### config.mk
export PLATFORM = sky130hd
export DESIGN_NAME = gyro_heading_with_compass_reset
export DESIGN_NICKNAME = d
export VERILOG_FILES = /design/src/sv/ghc_pkg.sv /design/src/sv/ghc_mul.sv /design/src/sv/ghc_cordic.sv /design/src/sv/gyro_heading_with_compass_reset.sv
export SDC_FILE = /design/constraint.sdc
export NUM_CORES = 2
export LEC_CHECK = 0
export ABC_CLOCK_PERIOD_IN_PS = 10400
export BUFFER_PORTS_ARGS = -buffer_cell sky130_fd_sc_hd__buf_2
export CORE_AREA = 2 2 334 336
export CTS_CLUSTER_DIAMETER = 50
export CTS_CLUSTER_SIZE = 24
export DETAILED_ROUTE_END_ITERATION = 6
export DIE_AREA = 0 0 336 338
export PLACE_DENSITY = 0.74
export SYNTH_ARGS = -nofsm -noshare
export SYNTH_HDL_FRONTEND = slang
export SYNTH_HIERARCHICAL = 1
export SYNTH_SLANG_ARGS = --single-unit
### constraint.sdc
create_clock -name clk -period 10.4 [get_ports clk]
set_input_delay 0 -clock clk [delete_from_list [all_inputs] [get_ports clk]]
set_output_delay 0 -clock clk [all_outputs]
set_load 0.02 [all_outputs]
### src/sv/ghc_pkg.sv
`timescale 1ns / 1ps
`default_nettype none

package ghc_pkg;

    // heading format: unsigned Q16 degrees
    localparam int HEAD_W = 25;
    localparam logic [HEAD_W-1:0] FULL_TURN     = 25'd23592960;
    localparam logic [HEAD_W-1:0] HALF_TURN     = 25'd11796480;
    localparam logic [HEAD_W-1:0] QUARTER_TURN  = 25'd5898240;
    localparam logic [HEAD_W-1:0] THREE_QUARTER = 25'd17694720;

    // configuration port
    localparam int CFG_IDX_W  = 3;
    localparam int CFG_DATA_W = 25;

    typedef enum logic [CFG_IDX_W-1:0] {
        CFG_GYRO_ENABLE       = 3'd0,
        CFG_MAGN_ENABLE       = 3'd1,
        CFG_GYRO_OFFSET       = 3'd2,
        CFG_GYRO_SCALE        = 3'd3,
        CFG_CORRECTION_WINDOW = 3'd4
    } cfg_index_t;

    // shared multiplier operand widths
    localparam int MUL_A_W = 24;
    localparam int MUL_B_W = 21;
    localparam int MUL_P_W = MUL_A_W + MUL_B_W;

    // CORDIC datapath
    localparam int CORDIC_W   = 28;
    localparam int ANGLE_W    = 26;
    localparam int ATAN_IDX_W = 5;
    localparam int ATAN_W     = 22;

    typedef enum logic [3:0] {
        ST_IDLE,
        ST_MUL1,
        ST_MUL2,
        ST_MUL3,
        ST_SUM,
        ST_ROUND,
        ST_ADD,
        ST_WRAP,
        ST_CSTART,
        ST_CORDIC,
        ST_CMP,
        ST_EMIT
    } ghc_state_t;

    typedef enum logic [1:0] {
        CS_IDLE,
        CS_ITER,
        CS_FINAL,
        CS_DONE
    } cordic_state_t;

    typedef struct packed {
        logic               start;
        logic signed [15:0] x;
        logic signed [15:0] y;
    } cordic_req_t;

    typedef struct packed {
        logic              done;
        logic [HEAD_W-1:0] angle;
    } cordic_rsp_t;

    // atan(2^-i) in Q16 degrees
    function automatic logic [ATAN_W-1:0] atan_q16(input logic [ATAN_IDX_W-1:0] idx);
        logic [ATAN_W-1:0] v;
        case (idx)
            5'd0:    v = 22'd2949120;
            5'd1:    v = 22'd1740967;
            5'd2:    v = 22'd919879;
            5'd3:    v = 22'd466945;
            5'd4:    v = 22'd234379;
            5'd5:    v = 22'd117304;
            5'd6:    v = 22'd58666;
            5'd7:    v = 22'd29335;
            5'd8:    v = 22'd14668;
            5'd9:    v = 22'd7334;
            5'd10:   v = 22'd3667;
            5'd11:   v = 22'd1833;
            5'd12:   v = 22'd917;
            5'd13:   v = 22'd458;
            5'd14:   v = 22'd229;
            5'd15:   v = 22'd115;
            5'd16:   v = 22'd57;
            5'd17:   v = 22'd29;
            5'd18:   v = 22'd14;
            5'd19:   v = 22'd7;
            5'd20:   v = 22'd4;
            5'd21:   v = 22'd2;
            5'd22:   v = 22'd1;
            default: v = 22'd0;
        endcase
        return v;
    endfunction

endpackage

`default_nettype wire

### src/sv/ghc_mul.sv
`timescale 1ns / 1ps
`default_nettype none

module ghc_mul
    import ghc_pkg::*;
(
    input  wire logic               clk,
    input  wire logic [MUL_A_W-1:0] a,
    input  wire logic [MUL_B_W-1:0] b,
    output logic      [MUL_P_W-1:0] p
);

    logic [MUL_P_W-1:0] p_reg;
    logic [MUL_P_W-1:0] p_next;

    assign p_next = MUL_P_W'(a) * MUL_P_W'(b);

    always_ff @(posedge clk)
    begin
        p_reg <= p_next;
    end

    assign p = p_reg;

endmodule

`default_nettype wire

### src/sv/ghc_cordic.sv
`timescale 1ns / 1ps
`default_nettype none

module ghc_cordic
    import ghc_pkg::*;
#(
    parameter int CORDIC_STEPS = 16
)
(
    input  wire logic        clk,
    input  wire logic        rst_n,
    input  wire cordic_req_t req,
    output cordic_rsp_t      rsp
);

    localparam int STEP_W = $clog2(CORDIC_STEPS);

    cordic_state_t state_reg, state_next;
    logic [STEP_W-1:0]          cnt_reg, cnt_next;
    logic signed [CORDIC_W-1:0] x_reg, x_next;
    logic signed [CORDIC_W-1:0] y_reg, y_next;
    logic signed [ANGLE_W-1:0]  z_reg, z_next;
    logic                       base_reg, base_next;
    logic [HEAD_W-1:0]          angle_reg, angle_next;

    logic signed [CORDIC_W-1:0] xs, ys, dx, dy;
    logic signed [ANGLE_W-1:0]  step_ang, a_sum;
    logic                       last_step;

    assign last_step = (cnt_reg == STEP_W'(CORDIC_STEPS - 1));

    always_comb
    begin
        state_next = state_reg;
        case (state_reg)
            CS_IDLE:
            begin
                if (req.start)
                begin
                    if (req.y == 16'sd0 || req.x == 16'sd0)
                        state_next = CS_DONE;
                    else
                        state_next = CS_ITER;
                end
            end
            CS_ITER:  if (last_step) state_next = CS_FINAL;
            CS_FINAL: state_next = CS_DONE;
            CS_DONE:  state_next = CS_IDLE;
            default:  state_next = CS_IDLE;
        endcase
    end

    always_comb
    begin
        xs = {{(CORDIC_W-16){req.x[15]}}, req.x};
        ys = {{(CORDIC_W-16){req.y[15]}}, req.y};
        dx = y_reg >>> cnt_reg;
        dy = x_reg >>> cnt_reg;
        step_ang = ANGLE_W'(atan_q16(ATAN_IDX_W'(cnt_reg)));
        a_sum = z_reg + (base_reg ? $signed(ANGLE_W'(HALF_TURN)) : $signed(ANGLE_W'(0)));
        if (a_sum < 0)
            a_sum = a_sum + $signed(ANGLE_W'(FULL_TURN));
        if (a_sum >= $signed(ANGLE_W'(FULL_TURN)))
            a_sum = a_sum - $signed(ANGLE_W'(FULL_TURN));

        cnt_next   = cnt_reg;
        x_next     = x_reg;
        y_next     = y_reg;
        z_next     = z_reg;
        base_next  = base_reg;
        angle_next = angle_reg;
        case (state_reg)
            CS_IDLE:
            begin
                if (req.start)
                begin
                    // axis-aligned vectors bypass the rotation
                    if (req.y == 16'sd0)
                        angle_next = req.x[15] ? HALF_TURN : '0;
                    else if (req.x == 16'sd0)
                        angle_next = req.y[15] ? THREE_QUARTER : QUARTER_TURN;
                    // left half plane: rotate by 180 first
                    if (req.x[15])
                    begin
                        xs = -xs;
                        ys = -ys;
                    end
                    x_next    = xs <<< 8;
                    y_next    = ys <<< 8;
                    z_next    = '0;
                    base_next = req.x[15];
                    cnt_next  = '0;
                end
            end
            CS_ITER:
            begin
                if (!y_reg[CORDIC_W-1])
                begin
                    x_next = x_reg + dx;
                    y_next = y_reg - dy;
                    z_next = z_reg + step_ang;
                end
                else
                begin
                    x_next = x_reg - dx;
                    y_next = y_reg + dy;
                    z_next = z_reg - step_ang;
                end
                cnt_next = cnt_reg + STEP_W'(1);
            end
            CS_FINAL: angle_next = a_sum[HEAD_W-1:0];
            default:  ;
        endcase
    end

    always_ff @(posedge clk or negedge rst_n)
    begin
        if (!rst_n)
            state_reg <= CS_IDLE;
        else
            state_reg <= state_next;
    end

    always_ff @(posedge clk)
    begin
        cnt_reg   <= cnt_next;
        x_reg     <= x_next;
        y_reg     <= y_next;
        z_reg     <= z_next;
        base_reg  <= base_next;
        angle_reg <= angle_next;
    end

    always_comb
    begin
        rsp.done  = (state_reg == CS_DONE);
        rsp.angle = angle_reg;
    end

endmodule

`default_nettype wire

### src/sv/gyro_heading_with_compass_reset.sv
// Gyro sample: accepted, then 3 multiplier passes, sum, round, add, wrap and output load;
//   ready again afterwards unless a held result blocks.
// Compass sample: CORDIC start, vectoring (one vectoring step per cycle), compare, and
//   output load when a correction follows; an axis-aligned vector skips the vectoring.
// Reset (rst_n, async, low): heading 0, both sources disabled, offset 60,
//   scale 146801, window 983040; output channel empty.
`timescale 1ns / 1ps
`default_nettype none

module gyro_heading_with_compass_reset
    import ghc_pkg::*;
#(
    parameter int CORDIC_STEPS = 16
)
(
    input  wire logic                  clk,
    input  wire logic                  rst_n,

    // configuration write channel
    input  wire logic                  cfg_valid,
    output logic                       cfg_ready,
    input  wire logic [CFG_IDX_W-1:0]  cfg_index,
    input  wire logic [CFG_DATA_W-1:0] cfg_data,

    // sample input channel
    input  wire logic                  in_valid,
    output logic                       in_stall,
    input  wire logic                  mode,
    input  wire logic signed [15:0]    rate_raw,
    input  wire logic [20:0]           elapsed,
    input  wire logic signed [15:0]    mag_x,
    input  wire logic signed [15:0]    mag_y,
    input  wire logic                  robot_still,

    // heading result channel
    output logic                       out_valid,
    input  wire logic                  out_stall,
    output logic [HEAD_W-1:0]          heading,
    output logic                       from_compass
);

    localparam logic [60:0] ROUND_BIAS = 61'd1 << 27;

    // ------------------------------------------------------------------
    // Configuration registers. Always ready; a write takes effect at once, so the
    // host must write only while no sample is in flight; the block does not enforce it.
    // ------------------------------------------------------------------
    logic              gyro_enable_reg;
    logic              magn_enable_reg;
    logic [15:0]       gyro_offset_reg;
    logic [23:0]       gyro_scale_reg;
    logic [HEAD_W-1:0] window_reg;

    assign cfg_ready = 1'b1;

    always_ff @(posedge clk or negedge rst_n)
    begin
        if (!rst_n)
        begin
            gyro_enable_reg <= 1'b0;
            magn_enable_reg <= 1'b0;
            gyro_offset_reg <= 16'd60;
            gyro_scale_reg  <= 24'd146801;
            window_reg      <= 25'd983040;
        end
        else if (cfg_valid)
        begin
            case (cfg_index)
                CFG_GYRO_ENABLE:       gyro_enable_reg <= cfg_data[0];
                CFG_MAGN_ENABLE:       magn_enable_reg <= cfg_data[0];
                CFG_GYRO_OFFSET:       gyro_offset_reg <= cfg_data[15:0];
                CFG_GYRO_SCALE:        gyro_scale_reg  <= cfg_data[23:0];
                CFG_CORRECTION_WINDOW: window_reg      <= cfg_data;
                default:               ;
            endcase
        end
    end

    // ------------------------------------------------------------------
    // Sequencer state and datapath registers
    // ------------------------------------------------------------------
    ghc_state_t state_reg, state_next;

    logic [15:0]        absdiff_reg, absdiff_next;   // |rate - offset|
    logic               neg_reg, neg_next;           // sign of the increment
    logic [20:0]        elapsed_reg, elapsed_next;
    logic signed [15:0] mag_x_reg, mag_x_next;
    logic signed [15:0] mag_y_reg, mag_y_next;
    logic               still_reg, still_next;
    logic [19:0]        hi_reg, hi_next;             // upper half of |diff|*scale
    logic [40:0]        lo_reg, lo_next;             // low partial product
    logic [60:0]        sum_reg, sum_next;           // full |increment| in Q44
    logic [32:0]        q_reg, q_next;               // rounded |increment| in Q16
    logic signed [35:0] h_reg, h_next;               // heading before wrap
    logic [HEAD_W-1:0]  heading_reg, heading_next;
    logic               compass_reg, compass_next;   // pending result source
    logic               out_valid_reg, out_valid_next;
    logic [HEAD_W-1:0]  out_heading_reg, out_heading_next;
    logic               out_compass_reg, out_compass_next;

    logic [MUL_A_W-1:0] mul_a;
    logic [MUL_B_W-1:0] mul_b;
    logic [MUL_P_W-1:0] mul_p;

    cordic_req_t creq;
    cordic_rsp_t crsp;

    logic               in_xfer;
    logic               out_free;
    logic signed [16:0] diff;
    logic signed [16:0] diff_mag;
    logic [60:0]        sum_round;
    logic signed [35:0] head_ext, q_ext, full_ext, h_wrap, h_sat;
    logic signed [26:0] hx, ax, wx, win_hi, win_lo;
    logic               correct;

    assign in_xfer  = in_valid && !in_stall;
    assign out_free = !out_valid_reg || !out_stall;

    // shared multiplier: |diff| * scale, then two halves of that times elapsed
    ghc_mul u_mul
    (
        .clk (clk),
        .a   (mul_a),
        .b   (mul_b),
        .p   (mul_p)
    );

    // iterative vectoring CORDIC for the compass angle
    ghc_cordic #(
        .CORDIC_STEPS (CORDIC_STEPS)
    ) u_cordic
    (
        .clk   (clk),
        .rst_n (rst_n),
        .req   (creq),
        .rsp   (crsp)
    );

    // window compare, no wrap awareness
    always_comb
    begin
        hx      = {2'b00, heading_reg};
        ax      = {2'b00, crsp.angle};
        wx      = {2'b00, window_reg};
        win_hi  = ax + wx;
        win_lo  = ax - wx;
        correct = still_reg && (hx > win_hi || hx < win_lo);
    end

    // ------------------------------------------------------------------
    // Next state
    // ------------------------------------------------------------------
    always_comb
    begin
        state_next = state_reg;
        case (state_reg)
            ST_IDLE:
            begin
                if (in_valid)
                begin
                    // a sample from a disabled source is taken and dropped
                    if (!mode && gyro_enable_reg)
                        state_next = ST_MUL1;
                    else if (mode && magn_enable_reg)
                        state_next = ST_CSTART;
                end
            end
            ST_MUL1:   state_next = ST_MUL2;
            ST_MUL2:   state_next = ST_MUL3;
            ST_MUL3:   state_next = ST_SUM;
            ST_SUM:    state_next = ST_ROUND;
            ST_ROUND:  state_next = ST_ADD;
            ST_ADD:    state_next = ST_WRAP;
            ST_WRAP:   state_next = ST_EMIT;
            ST_CSTART: state_next = ST_CORDIC;
            ST_CORDIC: if (crsp.done) state_next = ST_CMP;
            ST_CMP:    state_next = correct ? ST_EMIT : ST_IDLE;
            ST_EMIT:   if (out_free) state_next = ST_IDLE;
            default:   state_next = ST_IDLE;
        endcase
    end

    // ------------------------------------------------------------------
    // Sequencer outputs: handshake, multiplier operands, CORDIC start
    // ------------------------------------------------------------------
    always_comb
    begin
        in_stall   = (state_reg != ST_IDLE);
        mul_a      = '0;
        mul_b      = '0;
        creq.start = (state_reg == ST_CSTART);
        creq.x     = mag_x_reg;
        creq.y     = mag_y_reg;
        case (state_reg)
            ST_MUL1:
            begin
                mul_a = gyro_scale_reg;
                mul_b = {5'b0, absdiff_reg};
            end
            ST_MUL2:
            begin
                mul_a = {4'b0, mul_p[19:0]};
                mul_b = elapsed_reg;
            end
            ST_MUL3:
            begin
                mul_a = {4'b0, hi_reg};
                mul_b = elapsed_reg;
            end
            default: ;
        endcase
    end

    // ------------------------------------------------------------------
    // Datapath
    // ------------------------------------------------------------------
    always_comb
    begin
        diff      = {rate_raw[15], rate_raw} - {gyro_offset_reg[15], gyro_offset_reg};
        diff_mag  = diff[16] ? -diff : diff;
        sum_round = sum_reg + ROUND_BIAS;
        head_ext  = {11'b0, heading_reg};
        q_ext     = {3'b0, q_reg};
        full_ext  = {11'b0, FULL_TURN};

        // one wrap, then clamp to the range from zero to a full turn
        h_wrap = h_reg;
        if (h_reg < 0)
            h_wrap = h_reg + full_ext;
        else if (h_reg > full_ext)
            h_wrap = h_reg - full_ext;
        h_sat = h_wrap;
        if (h_wrap < 0)
            h_sat = '0;
        else if (h_wrap > full_ext)
            h_sat = full_ext;

        absdiff_next     = absdiff_reg;
        neg_next         = neg_reg;
        elapsed_next     = elapsed_reg;
        mag_x_next       = mag_x_reg;
        mag_y_next       = mag_y_reg;
        still_next       = still_reg;
        hi_next          = hi_reg;
        lo_next          = lo_reg;
        sum_next         = sum_reg;
        q_next           = q_reg;
        h_next           = h_reg;
        heading_next     = heading_reg;
        compass_next     = compass_reg;
        out_valid_next   = out_valid_reg && out_stall;
        out_heading_next = out_heading_reg;
        out_compass_next = out_compass_reg;

        case (state_reg)
            ST_IDLE:
            begin
                if (in_xfer)
                begin
                    absdiff_next = diff_mag[15:0];
                    neg_next     = diff[16];
                    elapsed_next = elapsed;
                    mag_x_next   = mag_x;
                    mag_y_next   = mag_y;
                    still_next   = robot_still;
                end
            end
            ST_MUL2:  hi_next  = mul_p[39:20];
            ST_MUL3:  lo_next  = mul_p[40:0];
            ST_SUM:   sum_next = {20'b0, lo_reg} + {mul_p[40:0], 20'b0};
            // round to nearest, ties away from zero (on the magnitude)
            ST_ROUND: q_next   = sum_round[60:28];
            ST_ADD:   h_next   = neg_reg ? head_ext - q_ext : head_ext + q_ext;
            ST_WRAP:
            begin
                heading_next = h_sat[HEAD_W-1:0];
                compass_next = 1'b0;
            end
            ST_CMP:
            begin
                if (correct)
                begin
                    heading_next = crsp.angle;
                    compass_next = 1'b1;
                end
            end
            ST_EMIT:
            begin
                if (out_free)
                begin
                    out_valid_next   = 1'b1;
                    out_heading_next = heading_reg;
                    out_compass_next = compass_reg;
                end
            end
            default: ;
        endcase
    end

    always_ff @(posedge clk or negedge rst_n)
    begin
        if (!rst_n)
        begin
            state_reg     <= ST_IDLE;
            heading_reg   <= '0;
            out_valid_reg <= 1'b0;
        end
        else
        begin
            state_reg     <= state_next;
            heading_reg   <= heading_next;
            out_valid_reg <= out_valid_next;
        end
    end

    always_ff @(posedge clk)
    begin
        absdiff_reg     <= absdiff_next;
        neg_reg         <= neg_next;
        elapsed_reg     <= elapsed_next;
        mag_x_reg       <= mag_x_next;
        mag_y_reg       <= mag_y_next;
        still_reg       <= still_next;
        hi_reg          <= hi_next;
        lo_reg          <= lo_next;
        sum_reg         <= sum_next;
        q_reg           <= q_next;
        h_reg           <= h_next;
        compass_reg     <= compass_next;
        out_heading_reg <= out_heading_next;
        out_compass_reg <= out_compass_next;
    end

    assign out_valid    = out_valid_reg;
    assign heading      = out_heading_reg;
    assign from_compass = out_compass_reg;

    // ------------------------------------------------------------------
    // Assertions
    // ------------------------------------------------------------------
`ifndef SYNTHESIS
    a_heading_range: assert property (@(posedge clk) disable iff (!rst_n)
        heading_reg <= FULL_TURN)
        else $error("heading above a full turn");

    a_compass_below_turn: assert property (@(posedge clk) disable iff (!rst_n)
        out_valid && from_compass |-> heading < FULL_TURN)
        else $error("compass result not below a full turn");

    a_cordic_done_wait: assert property (@(posedge clk) disable iff (!rst_n)
        crsp.done |-> state_reg == ST_CORDIC)
        else $error("CORDIC finished outside the wait state");

    a_emit_holds: assert property (@(posedge clk) disable iff (!rst_n)
        state_reg == ST_EMIT && out_valid_reg && out_stall |=> state_reg == ST_EMIT)
        else $error("result left while output was still stalled");
`endif

endmodule

`default_nettype wire

# Yosys cells after proc, flatten, opt, wreduce, memory -nomap -nowiden
# Memories as Yosys holds them, arrays and structs flattened. A register that Yosys moved wholly into a read port is not among the register bits.
# Index checks and enable logic that the tools add are counted.
[classes]
addsub = 22
shift = 2
n_reduce_logical = 35
magnitude_cmp = 8
mux = 48
mul = 1
eq_ne = 27
[op_table]
columns = ["operator", "n"]
rows = [
  ["$mux W25", 8],
  ["$mux W28", 4],
  ["$pmux W28 S2", 2],
  ["$mux W36", 3],
  ["$pmux W25 S2", 2],
  ["$mux W26", 3],
  ["$gt A36 B26 Y1 const B", 2],
  ["$lt A36 B1 Y1 const B", 2],
  ["$pmux W24 S3", 1],
  ["$add A41 B61 Y61", 1],
  ["$add A61 B28 Y61 const B", 1],
  ["$add A28 B28 Y28", 2],
  ["$sshr A28 B4 Y28", 2],
  ["$sub A28 B28 Y28", 2],
  ["$pmux W26 S2", 1],
  ["$mux W24", 2],
  ["$pmux W4 S12", 1],
  ["$pmux W21 S2", 1],
  ["$mul A24 B21 Y41", 1],
  ["$mux W20", 2],
  ["$neg A16 Y20", 2],
  ["$add A36 B26 Y36 const B", 1],
  ["$sub A36 B26 Y36 const B", 1],
  ["$add A25 B33 Y34", 1],
  ["48 further kinds", 95],
]
[totals]
romBits = 352
inputBits = 104
register_bits = 541
out_inout_bits = 29
n_memories = 1
[mem_list]
columns = ["memory", "depth", "width", "rd", "rd_clocked_by_memory_dff", "write_ports", "line_no", "rtl"]
rows = [
  ["(name not given)", 16, 22, 1, 1, 0, "ghc_pkg.sv:72", "case (idx)"],
]

# Depth between registers and ports, before layout
[depth]
depth_word = 7
ltp_mapped = 31
mapped_depth_nobuf = 28

# Modules after synthesis
# The synthesis kept the hierarchy.
[modules_own_cells]
columns = ["module", "instances", "area_each_um2", "cells_per_inst", "seq_area_each_um2"]
rows = [
  ["gyro_heading_with_compass_reset", 1, 21605.7, 2109, 9686.8],
  ["ghc_mul", 1, 17669.4, 1976, 900.9],
  ["ghc_cordic", 1, 15368.5, 1764, 3853.7],
]

# Worst setup path before layout
# Ideal clock, no wire load.
[synth_path]
kind = "reg2reg"
startpoint = "register, netlist name state_reg[0]"
endpoint = "register u_mul.p_reg[37], in the netlist u_mul/p[37]"
arrival_time_ps = 8028
required_ps = 10328
path_stages_with_launch = 30
period_less_slack_ps = 8100
setup_slack_ps = 2300
setup_time_ps = 72
cell_sequence = "dfrtp_1 -> clkbuf_1 -> nand2b_1 -> nor3_1 -> clkbuf_1 -> a222oi_1 -> inv_1 -> clkbuf_1 -> nand2_1 -> fa_1 -> inv_1 -> fa_1 -> inv_1 -> fa_1 -> inv_1 -> fa_1 -> fa_1 -> fa_1 -> inv_1 -> fa_1 -> inv_1 -> ha_1 -> clkbuf_1 -> a21o_1 -> o21bai_1 -> or4_1 -> o21ai_1 -> o21ai_1 -> a21oi_1 -> xnor2_1"
[synth_rtl]
columns = ["element", "line_no", "rtl"]
rows = [
  ["end signal: assignment", "ghc_mul.sv:20", "p_reg <= p_next;"],
  ["end: declaration", "ghc_mul.sv:13", "logic [MUL_P_W-1:0] p_reg;"],
]

==> summary.txt <==
Final Wtd Congestion - 0.966
number of flip-flops in the largest register - 50
mean routed wirelength per cell - 20.4 µm
RSZ-0062 raised after global routing - false
layout cells sized above 1 - 8.34%
FF-to-FF setup slack - 1.70 ns
switch share - 51.1%
overall power - 19.7 mW
FF-to-FF Start - state_reg[1]
Post-Route WL - 150000 µm
Power Density - 337 mW/mm²
CTS hold repair buffers - 96
Remaining DRCs - 0
largest fanout on the critical path - 41
Core ar. - 0.110 mm²
Fin Setup TNS - 0 ns
Setup CP Type - reg -> reg
total track usage - 26.3%
TritonCTS buffer count - 49
NetSw - 10.1 mW
initial antenna violation count - 11
post_cts resized - 0
DP HPWL - 116000 µm
final net count - 6795
Final Skew - 0.0455 ns
P_int - 9.66 mW
Util after Layout - 53.3%
Worst EP arrival - 9.26 ns
Cell Rows - 122
Leak - 26.3 nW
crit start category - flip-flop
Worst EP required - 10.96 ns
synthesized instance count - 5769
Slew Viols, Final - 0
worst vdd ir - 0.195 mV
syn_nets - 6727
Area Growth Syn to Fin - 8.65%
Via Count - 43.1k
Via density - 5.85
filler cell count - 9777
Initial Util - 49.0%
Final Critical Period - 8.70 ns
post-route cell area - 0.0586 mm²
I/O pin count - 133
Clock Sinks - 515
global-route wire length before repair - 236000 µm
die extent in y - 338 µm
sequential power share - 19.9%
Die W - 336 µm
setup bufs post-CTS - 0
Syn Area/Cell - 9.35 µm²
grt total ovfl - 0
CP Capture Type - flip-flop
worst reg2reg path depth - 25
Slew headroom - 16.3%
worst skew pair latency - 0.67 ns
CTS tree - done
DP Worst Slack - 1.88 ns
largest net degree at the start of global routing - 75
Worst-Margin Slew - 1.24 ns
Detail Route Antenna Nets - 0
RR Endpoint - u_mul/p[39]
Worst Hold Depth - 2
CTS root buf - clkbuf_16
FMAX - 0.115 GHz
Placed Cells - 7178
die area - 0.114 mm²
Final setup viols - 0
hold slack - 0.0614 ns
clk slew on worst S/H paths - 0.08 ns
placed cell areas - 0.0559 mm²
initial DRC count - 3923
Port-buffer cells - 131
H-tree depth - 2
final-report hold violation count - 0
vias in the first global route - 42.8k
outcome - complete, no violations
max capacitance violation total - 0
clock share of power - 9.9%
Post-Layout Cell Count - 7370
synthesized cell area - 0.0540 mm²
Initial DRT Pass Iterations - 7
Hold Crit Class - in -> reg
Max clock buf depth - 3
Syn. warnings - 6
crit share post-route - 83.6%
WHS Endpoint - mag_y_reg[11]
combinational power share - 70.1%
Min-Delay Startpoint - mag_y[11]
crit path setup slack, layout - 1.70 ns
-- worst max path at each step --
stage | slack [ns] | end | cells after the start | start
after floorplan | 2.32 | u_mul/p[37] | 29 | state_reg[0]
after global placement | 2.12 | u_mul/p[34] | 25 | state_reg[1]
after detailed placement | 1.88 | u_mul/p[34] | 24 | state_reg[1]
after CTS | 1.86 | u_mul/p[34] | 24 | state_reg[1]
after global routing | 1.24 | u_mul/p[39] | 27 | state_reg[1]
final | 1.70 | u_mul/p[39] | 25 | state_reg[1]
-- critical path, cell delays in order, from the launching register on --
cell,delay (ns)
dfrtp_1,0.78
nand2_1,0.28
nor3_2,0.16
buf_4,0.44
a222oi_1,0.12
inv_1,0.73
nand2_1,0.20
fa_1,0.58
inv_1,0.05
fa_1,0.46
fa_1,0.53
fa_1,0.54
fa_1,0.53
fa_1,0.55
inv_1,0.05
fa_1,0.53
inv_1,0.05
ha_1,0.40
a21o_1,0.20
a21o_1,0.18
a21oi_1,0.24
o211ai_1,0.15
a21oi_1,0.15
o21ai_1,0.16
a311oi_1,0.35
xnor2_1,0.16
-- power groups by stage --
stage	combinational, mW	clock, mW	sequential [mW]
6_report	13.8	1.96	3.94
3_3_place_gp	13.3	0	3.93
2_1_floorplan	10.7	0	3.53
5_1_grt	15.4	2.07	3.98
4_1_cts	13.7	1.99	3.90
3_5_place_dp	13.5	0	3.94
-- placed cells by master, fill, tap and decap left out, types with 87 or more instances in the layout --
cell type and instances:
xnor2_1 233, a21oi_1 313, edfxtp_1 353, nor2_1 310, dlygate4sd3_1 95, inv_1 696, ha_1 432, xor2_1 131
a21o_1 98, nand3_1 87, nor3_1 88, nand2_1 587, and2_1 313, o21ai_0 222, buf_2 130, fa_1 421
-- final cells by class --
| class | instances | area [µm²] | share of cell area [%] |
|---|---|---|---|
| multi-input cells | 4285 | 35900 | 61.3 |
| flip-flops and latches | 515 | 14400 | 24.5 |
| inverters | 702 | 2640 | 4.50 |
| repair buffers | 284 | 2060 | 3.51 |
| well taps | 1488 | 1860 | 3.18 |
| clock buffers | 53 | 1280 | 2.19 |
| clock inverters | 39 | 500 | 0.854 |
| diodes | 4 | 10.0 | 0.0171 |
-- routing by layer --
| metal | GRT usage (%) | routed length [µm] |
|---|---|---|
| met1 | 35.5 | 63600 |
| met2 | 42.5 | 68600 |
| met4 | 8.59 | 5220 |
| met5 | 0 | 130 |
| met3 | 5.27 | 12600 |
(Power assumes the default switching activity.)
